### src/sv/iie_pkg.sv
package iie_pkg;

   localparam int CHAR_W   = 8;
   localparam int VALUE_W  = 64;
   localparam int NUM_W    = 31;
   localparam int STATUS_W = 2;
   localparam int QUEUE_DEPTH_DEF = 4;

   localparam logic [CHAR_W-1:0] CH_PLUS  = 8'h2B;
   localparam logic [CHAR_W-1:0] CH_MINUS = 8'h2D;
   localparam logic [CHAR_W-1:0] CH_STAR  = 8'h2A;
   localparam logic [CHAR_W-1:0] CH_SLASH = 8'h2F;
   localparam logic [CHAR_W-1:0] CH_ZERO  = 8'h30;
   localparam logic [CHAR_W-1:0] CH_NINE  = 8'h39;

   localparam logic [NUM_W-1:0] NUM_MAX = 31'h7FFF_FFFF;

   localparam logic [STATUS_W-1:0] ST_OK       = 2'd0;
   localparam logic [STATUS_W-1:0] ST_DIV_ZERO = 2'd1;
   localparam logic [STATUS_W-1:0] ST_MALFORM  = 2'd2;
   localparam logic [STATUS_W-1:0] ST_OVERFLOW = 2'd3;

   // operation codes passed from front to back
   typedef enum logic [1:0] {
      OP_NONE = 2'd0,
      OP_MUL  = 2'd1,
      OP_DIV  = 2'd2
   } op_type;

   // one command for the back end: close a number and fold it
   typedef struct packed {
      logic [NUM_W-1:0] number;   // number being closed
      op_type           op;       // pending high-precedence operator
      logic             add_term; // add term to sum afterward
      logic             term_neg; // sign of the term when it is added
      logic             finish;   // emit result and clear
      logic [STATUS_W-1:0] status; // final status (valid on finish)
   } cmd_type;

endpackage

### src/sv/iie_front.sv
module iie_front (
   input  logic                   clock,
   input  logic                   reset,
   input  logic                   req_valid,
   output logic                   req_stall,
   input  logic [iie_pkg::CHAR_W-1:0] req_ch,
   input  logic                   req_last,
   output logic                   cmd_valid,
   input  logic                   cmd_full,
   output iie_pkg::cmd_type       cmd_data
);
   import iie_pkg::*;

   logic [NUM_W-1:0]    num_ff, num_in;
   logic                in_num_ff, in_num_in;
   logic                start_ff, start_in;
   logic                neg_ff, neg_in;
   op_type              op_ff, op_in;
   logic [STATUS_W-1:0] err_ff, err_in;

   logic       is_digit, is_add, is_mul, take, close;
   logic [3:0] dig;
   logic [34:0] prod;
   logic [STATUS_W-1:0] err_mid, err_fin;

   assign req_stall = cmd_full;
   assign take      = req_valid && !cmd_full;
   assign is_digit  = (req_ch >= CH_ZERO) && (req_ch <= CH_NINE);
   assign is_add    = (req_ch == CH_PLUS) || (req_ch == CH_MINUS);
   assign is_mul    = (req_ch == CH_STAR) || (req_ch == CH_SLASH);
   assign dig       = 4'(req_ch - CH_ZERO);
   assign prod      = 35'({num_ff, 3'b000}) + 35'({num_ff, 1'b0}) + 35'(dig);

   // classify the character and build the command
   always_comb begin
      num_in = num_ff; in_num_in = in_num_ff; start_in = 1'b0;
      neg_in = neg_ff; op_in = op_ff; err_mid = err_ff;
      close = 1'b0;
      cmd_data  = '0;
      cmd_data.number   = num_ff;
      cmd_data.op       = op_ff;
      cmd_data.term_neg = neg_ff;
      if (is_digit) begin
         if (prod > 35'(NUM_MAX)) begin
            num_in = NUM_MAX;
            if (err_ff == ST_OK) err_mid = ST_OVERFLOW;
         end else begin
            num_in = NUM_W'(prod);
         end
         in_num_in = 1'b1;
      end else if (is_add) begin
         if (in_num_ff) begin
            close = 1'b1;
            cmd_data.add_term = 1'b1;
            num_in = '0; in_num_in = 1'b0; op_in = OP_NONE;
            neg_in = (req_ch == CH_MINUS);
         end else if (start_ff && req_ch == CH_MINUS) begin
            neg_in = 1'b1;
         end else if (err_ff == ST_OK) begin
            err_mid = ST_MALFORM;
         end
      end else if (is_mul) begin
         if (in_num_ff) begin
            close = 1'b1;
            num_in = '0; in_num_in = 1'b0;
            op_in = (req_ch == CH_STAR) ? OP_MUL : OP_DIV;
         end else if (err_ff == ST_OK) begin
            err_mid = ST_MALFORM;
         end
      end
      // closing a number of zero under a pending divide
      if (close && op_ff == OP_DIV && num_ff == '0 && err_mid == ST_OK)
         err_mid = ST_DIV_ZERO;
      cmd_valid = close;
      err_in  = err_mid;
      err_fin = err_mid;
      if (req_last) begin
         // a closing command carries the final number and status
         cmd_valid = 1'b1;
         cmd_data.add_term = 1'b0;
         cmd_data.finish   = 1'b1;
         if (!close) begin
            cmd_data.number   = num_in;
            cmd_data.op       = op_in;
            cmd_data.term_neg = neg_in;
            if (op_in == OP_DIV && num_in == '0 && err_fin == ST_OK)
               err_fin = ST_DIV_ZERO;
         end else if (req_ch == CH_STAR) begin
            // "a*" ends on an empty number, so the term drops to zero
            cmd_data.number = '0;
            cmd_data.op     = OP_MUL;
         end else if (req_ch == CH_SLASH) begin
            // "a/" ends dividing by the empty number
            if (err_fin == ST_OK) err_fin = ST_DIV_ZERO;
         end
         cmd_data.status = err_fin;
         num_in = '0; in_num_in = 1'b0; start_in = 1'b1;
         neg_in = 1'b0; op_in = OP_NONE; err_in = ST_OK;
      end
   end

   always_ff @(posedge clock) begin
      if (reset) begin
         num_ff <= '0; in_num_ff <= 1'b0; start_ff <= 1'b1;
         neg_ff <= 1'b0; op_ff <= OP_NONE; err_ff <= ST_OK;
      end else if (take) begin
         num_ff <= num_in; in_num_ff <= in_num_in; start_ff <= start_in;
         neg_ff <= neg_in; op_ff <= op_in; err_ff <= err_in;
      end
   end

   // only the first error is kept
   a_err_sticky: assert property (@(posedge clock) disable iff (reset)
      (take && err_ff != ST_OK && !req_last) |=> (err_ff == $past(err_ff)))
      else $error("front error code changed");
   a_num_max: assert property (@(posedge clock) disable iff (reset)
      num_ff <= NUM_MAX) else $error("number above limit");
   a_last_cmd: assert property (@(posedge clock) disable iff (reset)
      (req_valid && req_last) |-> cmd_valid) else $error("last without command");
endmodule

### src/sv/iie_queue.sv
module iie_queue #(
   parameter int DEPTH = iie_pkg::QUEUE_DEPTH_DEF
) (
   input  logic             clock,
   input  logic             reset,
   input  logic             push,
   input  iie_pkg::cmd_type push_data,
   output logic             full,
   output logic             pop_valid,
   input  logic             pop,
   output iie_pkg::cmd_type pop_data
);
   import iie_pkg::*;
   localparam int AW = (DEPTH > 1) ? $clog2(DEPTH) : 1;

   cmd_type        mem_ff [DEPTH];
   logic [AW-1:0]  wr_ff, rd_ff;
   logic [AW:0]    cnt_ff;

   assign full      = (cnt_ff == (AW+1)'(DEPTH));
   assign pop_valid = (cnt_ff != '0);
   assign pop_data  = mem_ff[rd_ff];

   always_ff @(posedge clock) begin
      if (push && !full) mem_ff[wr_ff] <= push_data;
   end

   // pointer and count update
   always_ff @(posedge clock) begin
      if (reset) begin
         wr_ff <= '0; rd_ff <= '0; cnt_ff <= '0;
      end else begin
         if (push && !full)
            wr_ff <= (wr_ff == AW'(DEPTH-1)) ? '0 : wr_ff + 1'b1;
         if (pop && pop_valid)
            rd_ff <= (rd_ff == AW'(DEPTH-1)) ? '0 : rd_ff + 1'b1;
         cnt_ff <= cnt_ff + (AW+1)'(push && !full) - (AW+1)'(pop && pop_valid);
      end
   end

   a_cnt: assert property (@(posedge clock) disable iff (reset)
      cnt_ff <= (AW+1)'(DEPTH)) else $error("queue count out of range");
endmodule

### src/sv/iie_back.sv
module iie_back (
   input  logic                      clock,
   input  logic                      reset,
   input  logic                      cmd_valid,
   output logic                      cmd_pop,
   input  iie_pkg::cmd_type          cmd_data,
   output logic                      rsp_valid,
   input  logic                      rsp_stall,
   output logic signed [iie_pkg::VALUE_W-1:0] rsp_value,
   output logic [iie_pkg::STATUS_W-1:0]       rsp_status
);
   import iie_pkg::*;

   typedef enum logic [2:0] {S_IDLE, S_MUL, S_DIV, S_DIVFIX, S_ADD, S_OUT} state_type;

   state_type        state_ff;
   logic [VALUE_W-1:0] sum_ff, term_ff, acc_ff, rem_ff, quo_ff;
   logic [NUM_W-1:0]   n_ff;
   logic [5:0]         cnt_ff;
   logic               qneg_ff;
   cmd_type            cur_ff;
   logic signed [VALUE_W-1:0] val_ff;
   logic [STATUS_W-1:0] st_ff;
   logic               out_ff;

   logic [VALUE_W:0]   rem_sh;
   logic [VALUE_W-1:0] mag, pp;

   assign rsp_valid  = out_ff;
   assign rsp_value  = val_ff;
   assign rsp_status = st_ff;
   assign cmd_pop    = (state_ff == S_IDLE) && cmd_valid;
   assign mag        = cmd_data.op == OP_DIV && term_ff[VALUE_W-1] ? -term_ff : term_ff;
   assign rem_sh     = {rem_ff, quo_ff[VALUE_W-1]};
   assign pp         = {32'd0, acc_ff[31:0]} * {33'd0, n_ff};

   // sequencer: multiply by 32-bit chunks, divide one bit a cycle
   always_ff @(posedge clock) begin
      if (reset) begin
         state_ff <= S_IDLE; out_ff <= 1'b0;
         sum_ff <= '0; term_ff <= '0;
      end else begin
         if (out_ff && !rsp_stall && !(state_ff == S_ADD && cur_ff.finish)) out_ff <= 1'b0;
         unique case (state_ff)
            S_IDLE: if (cmd_valid) begin
               cur_ff <= cmd_data;
               n_ff   <= cmd_data.number;
               unique case (cmd_data.op)
                  OP_MUL: begin
                     acc_ff <= term_ff; term_ff <= '0; cnt_ff <= '0;
                     state_ff <= S_MUL;
                  end
                  OP_DIV: begin
                     if (cmd_data.number == '0) begin
                        // divide by zero leaves the term as it is
                        state_ff <= S_ADD;
                     end else begin
                        qneg_ff <= term_ff[VALUE_W-1];
                        quo_ff <= mag; rem_ff <= '0; cnt_ff <= '0;
                        state_ff <= S_DIV;
                     end
                  end
                  default: begin
                     term_ff <= {33'd0, cmd_data.number}; state_ff <= S_ADD;
                  end
               endcase
            end
            S_MUL: begin
               // two chunks: low half then high half shifted
               if (cnt_ff == '0) begin
                  term_ff <= pp; acc_ff <= {32'd0, acc_ff[63:32]}; cnt_ff <= 6'd1;
               end else begin
                  term_ff <= term_ff + {pp[31:0], 32'd0}; state_ff <= S_ADD;
               end
            end
            S_DIV: begin
               if (rem_sh >= {34'd0, n_ff}) begin
                  rem_ff <= VALUE_W'(rem_sh - {34'd0, n_ff});
                  quo_ff <= {quo_ff[VALUE_W-2:0], 1'b1};
               end else begin
                  rem_ff <= VALUE_W'(rem_sh);
                  quo_ff <= {quo_ff[VALUE_W-2:0], 1'b0};
               end
               cnt_ff <= cnt_ff + 1'b1;
               if (cnt_ff == 6'd63) state_ff <= S_DIVFIX;
            end
            S_DIVFIX: begin
               term_ff <= qneg_ff ? -quo_ff : quo_ff; state_ff <= S_ADD;
            end
            S_ADD: begin
               if (cur_ff.finish) begin
                  // result waits here while the previous one is stalled
                  if (!out_ff || !rsp_stall) begin
                     st_ff <= cur_ff.status;
                     val_ff <= (cur_ff.status == ST_DIV_ZERO ||
                                cur_ff.status == ST_MALFORM) ? '0 :
                               sum_ff + (cur_ff.term_neg ? -term_ff : term_ff);
                     out_ff <= 1'b1;
                     sum_ff <= '0; term_ff <= '0;
                     state_ff <= S_IDLE;
                  end
               end else if (cur_ff.add_term) begin
                  sum_ff <= sum_ff + (cur_ff.term_neg ? -term_ff : term_ff);
                  term_ff <= '0;
                  state_ff <= S_IDLE;
               end else begin
                  state_ff <= S_IDLE;
               end
            end
            default: state_ff <= S_IDLE;
         endcase
      end
   end

   a_out_hold: assert property (@(posedge clock) disable iff (reset)
      (out_ff && rsp_stall) |=> (out_ff && $stable(val_ff)))
      else $error("result dropped under stall");
   a_div_cnt: assert property (@(posedge clock) disable iff (reset)
      (state_ff == S_DIV && cnt_ff != 6'd63) |=> state_ff == S_DIV)
      else $error("divide left early");
   a_no_pop_busy: assert property (@(posedge clock) disable iff (reset)
      cmd_pop |-> state_ff == S_IDLE) else $error("pop while busy");
endmodule

### src/sv/infix_integer_expression_evaluator.sv
// Channel  Ports                       Direction
// req      req_valid/stall ch last     in
// rsp      rsp_valid/stall value status out
// One character per cycle into the front while req_stall is low; a command
// holds the back through S_MUL for *, through S_DIV and S_DIVFIX for / (radix-2
// divider), and a finished result waits in S_ADD while rsp_stall is high.
// Synchronous active-high reset clears state, queue and the result valid flag.
// The command queue (four entries by default) lets the front take characters while the back
// computes; req_stall rises only when the queue is full.
module infix_integer_expression_evaluator #(
   parameter int QUEUE_DEPTH = iie_pkg::QUEUE_DEPTH_DEF
) (
   input  logic                              clock,
   input  logic                              reset,
   input  logic                              req_valid,
   output logic                              req_stall,
   input  logic [iie_pkg::CHAR_W-1:0]        req_ch,
   input  logic                              req_last,
   output logic                              rsp_valid,
   input  logic                              rsp_stall,
   output logic signed [iie_pkg::VALUE_W-1:0] rsp_value,
   output logic [iie_pkg::STATUS_W-1:0]      rsp_status
);
   import iie_pkg::*;

   cmd_type f_cmd, b_cmd;
   logic    f_valid, q_full, q_valid, q_pop;

   iie_front u_front (
      .clock, .reset, .req_valid, .req_stall, .req_ch, .req_last,
      .cmd_valid(f_valid), .cmd_full(q_full), .cmd_data(f_cmd)
   );

   iie_queue #(.DEPTH(QUEUE_DEPTH)) u_queue (
      .clock, .reset, .push(f_valid && req_valid), .push_data(f_cmd),
      .full(q_full), .pop_valid(q_valid), .pop(q_pop), .pop_data(b_cmd)
   );

   iie_back u_back (
      .clock, .reset, .cmd_valid(q_valid), .cmd_pop(q_pop), .cmd_data(b_cmd),
      .rsp_valid, .rsp_stall, .rsp_value, .rsp_status
   );
endmodule

### config.mk
export PLATFORM = sky130hd
export DESIGN_NAME = infix_integer_expression_evaluator
export DESIGN_NICKNAME = d
export VERILOG_FILES = /design/src/sv/iie_pkg.sv /design/src/sv/iie_front.sv /design/src/sv/iie_queue.sv /design/src/sv/iie_back.sv /design/src/sv/infix_integer_expression_evaluator.sv
export SDC_FILE = /design/constraint.sdc
export NUM_CORES = 2
export LEC_CHECK = 0
export BUFFER_PORTS_ARGS = -buffer_cell sky130_fd_sc_hd__buf_4
export CORE_MARGIN = 1
export CORE_UTILIZATION = 35
export CTS_BUF_LIST = sky130_fd_sc_hd__clkbuf_16
export DETAILED_ROUTE_END_ITERATION = 8
export PLACE_DENSITY = 0.49
export SYNTH_ARGS = -nofsm -noshare
export SYNTH_HDL_FRONTEND = slang
export SYNTH_HIERARCHICAL = 1
export SYNTH_SLANG_ARGS = --single-unit
### constraint.sdc
create_clock -name clock -period 32.6 [get_ports clock]
set_input_delay 4.89 -clock clock [delete_from_list [all_inputs] [get_ports clock]]
set_output_delay 4.89 -clock clock [all_outputs]
set_load 0.02 [all_outputs]
==> results.toml <==
[layout]
syn_to_final_growth_pct = 8.32
drive_gt1_share_pct = 6.19
final_nets = 8892
fin_area_mm2 = 0.0769

[place]
place_congestion = 0.920
dpl.hpwl_um = 179000
io_buffers = 80
placed_area_mm2 = 0.0743

[synth]
synth_cells = 7710
synth_area_per_cell_um2 = 9.21
syn_nets = 9052
seq_area_frac_synth_pct = 24.2
synth-main-ff-cell = "edfxtp_1"
synth.most_common_cell = "nand2_1"
yosys-top-cells-area = "fa_1 25%, edfxtp_1 19%, ha_1 8.0%"
yosys.area.top_type_share_pct = 24.6
yosys.area.top_type = "fa_1"
synth_cell_types = 105
synth-edff-count = 453
synthTopCellsByCount = "1189 x nand2_1, 1010 x inv_1, 872 x fa_1"
async_reset_ff_share_pct = 0
ys_ff_latch = 632
synth_area_mm2 = 0.0710
ys.warnings.count = 6

[route]
routed_via_density = 5.44
avgRoutedWirePerCell_um = 23.2
drtPass1Iterations = 8
wl_um = 238000
drc_errors = 0
ant_nets = 0
drtIter0Drc = 4635
num_vias = 55900

[critical_path]
path_common_cell = "fa_1"
critPathRequiredTime_ns = 33.19
critPathCaptureType = "register"
crit_fanout = 31
critPathMaxStageDelay_ns = 0.80
r2r-start = "u_back/acc_ff[0]"
crit_slowest_cell = "a2111oi_0"
crit_arrival_ns = 10.50
start_kind = "register"
crit_type = "register to register"
rr_worst_depth = 34
r2r_end = "u_back/term_ff[63]"
reg2reg_slack_ns = 22.68

[timing]
slew_viol_final = 0
skew_ns = 0.0436
fmax_mhz = 101
finalHoldViolCount = 0
tightestPinTransition_ns = 1.11
setup_viol = 0
rsz0062_at_grt = "no"
period_share_pct = 30.4
fin_tns_setup_ns = 0
slew_headroom_pct = 25.0
period_needed_ns = 9.92

[clocking]
tritoncts = "done"
post_cts_buffers = 0
cts_max_level = 3
cts.sink_count = 632
worstSkewPairLatency_ns = 0.70
cts_root_buf = "clkbuf_16"
clkTransAtPathRegs_ns = 0.06
cts_buffers = 79
clockBufferDepth = 3
cts-hold-fix-buffers = 0
cts_resized = 0

[grt]
track_usage_pct = 23.3
grt-ovfl-total = 0
antenna_found_initial = 16
grt_pass1_vias = 57000
grt_pass1_wl_um = 364000
grt_max_degree = 129

[die]
die_height_um = 453
core_area_mm2 = 0.201
start_util_pct = 35.4
die-area_mm2 = 0.205
boundaryPins = 81
num_rows = 164
die_w_um = 453

[run_status]
run_status = "complete, no violations"

[worst_hold_path]
holdPathEnd = "u_back/sum_ff[59]"
min-delay-start = "u_back/sum_ff[59]"
hold_path_depth = 2
hold_path.class = "register to register"

[flow_run]
cap_viol_max_count = 0
==> critical path, delay by kind of cell (launching register included) <==
kind	cells	cell delay, ns
compound gates	13	2.82
xor+xnor	1	0.49
fa+ha+maj	10	4.54
buf+inv	6	0.74
flops	1	0.32
simple gates	4	0.90
==> kinds of logic (layout without fill, tap and decap cells) <==
kind of cell / count (synthesis) / after routing / share of synthesized area (%)
simple gates: 2496 / 2496 / 16.7
other cells: 0 / 7 / 0
buf+inv: 1470 / 1375 / 7.91
fa+ha+maj: 1329 / 1329 / 32.6
xor+xnor: 365 / 365 / 4.50
mux: 61 / 61 / 1.53
compound gates: 1357 / 1357 / 12.6
flops: 632 / 632 / 24.2
==> placed cells by master (no fill, tap or decap), types with 177 or more instances in the layout <==
master       n
fa_1       872
and2_1     421
dfxtp_1    177
xnor2_1    235
o21ai_0    299
nor2_1     337
edfxtp_1   453
nand2_1   1188
a21oi_1    342
buf_4      216
inv_1     1030
ha_1       457
==> how the worst max path moves through the flow <==
stage | from | slack (ns) | end | cells after the start
final | u_back/acc_ff[0] | 22.68 | u_back/term_ff[63] | 34
after detailed placement | req_ch[3] | 22.24 | u_queue/mem_ff[2][0] | 17
after global routing | u_back/acc_ff[0] | 22.18 | u_back/term_ff[63] | 34
after floorplan | reset | 14.33 | u_back/quo_ff[0] | 3
after CTS | u_back/acc_ff[0] | 22.73 | u_back/term_ff[63] | 34
after global placement | req_ch[3] | 22.34 | u_queue/mem_ff[0][0] | 17
==> cell type report <==
| cell class | count | area (um^2) |
|---|---|---|
| fillers | 20400 | 124000 |
| inverters | 1011 | 3800 |
| multi-input cells | 5608 | 48300 |
| well taps | 2656 | 3320 |
| flip-flops and latches | 632 | 17200 |
| diodes | 7 | 17.5 |
| repair buffers | 218 | 1650 |
| clock buffers | 80 | 2000 |
| clock inverters | 66 | 641 |
==> state kept, by name, indices dropped and copies added, names as in the netlist, 64 cells and up, named ones only <==
register	cells
u_back/rsp_value	64
u_back/sum_ff	64
u_queue/mem_ff	152
u_back/rem_ff	64
u_back/acc_ff	64
u_back/quo_ff	64
u_back/term_ff	64
==> metrics by stage <==
stage / setup slack (ns) / std cells / hold slack [ns] / util, %
after global routing: 22.18 / 10300 / 0.503 / 38.3
final: 22.68 / 10300 / 0.464 / 38.3
after global placement: 22.34 / 10100 / 0.443 / 37.0
after CTS: 22.73 / 10300 / 0.469 / 38.3
after detailed placement: 22.24 / 10100 / 0.454 / 37.0
after floorplan: 14.33 / 7710 / 0.406 / -
==> metal layers <==
layer	wire length, um	global-route usage (%)	vias to the layer above
li1	-	-	25300
met1	107000	32.8	28500
met2	108000	37.0	1767
met3	14400	2.90	335
met4	8360	7.71	2
met5	8	0	-
Power is not shown: default switching activity piles up to over one toggle a cycle in this logic, so the estimate is an artifact.
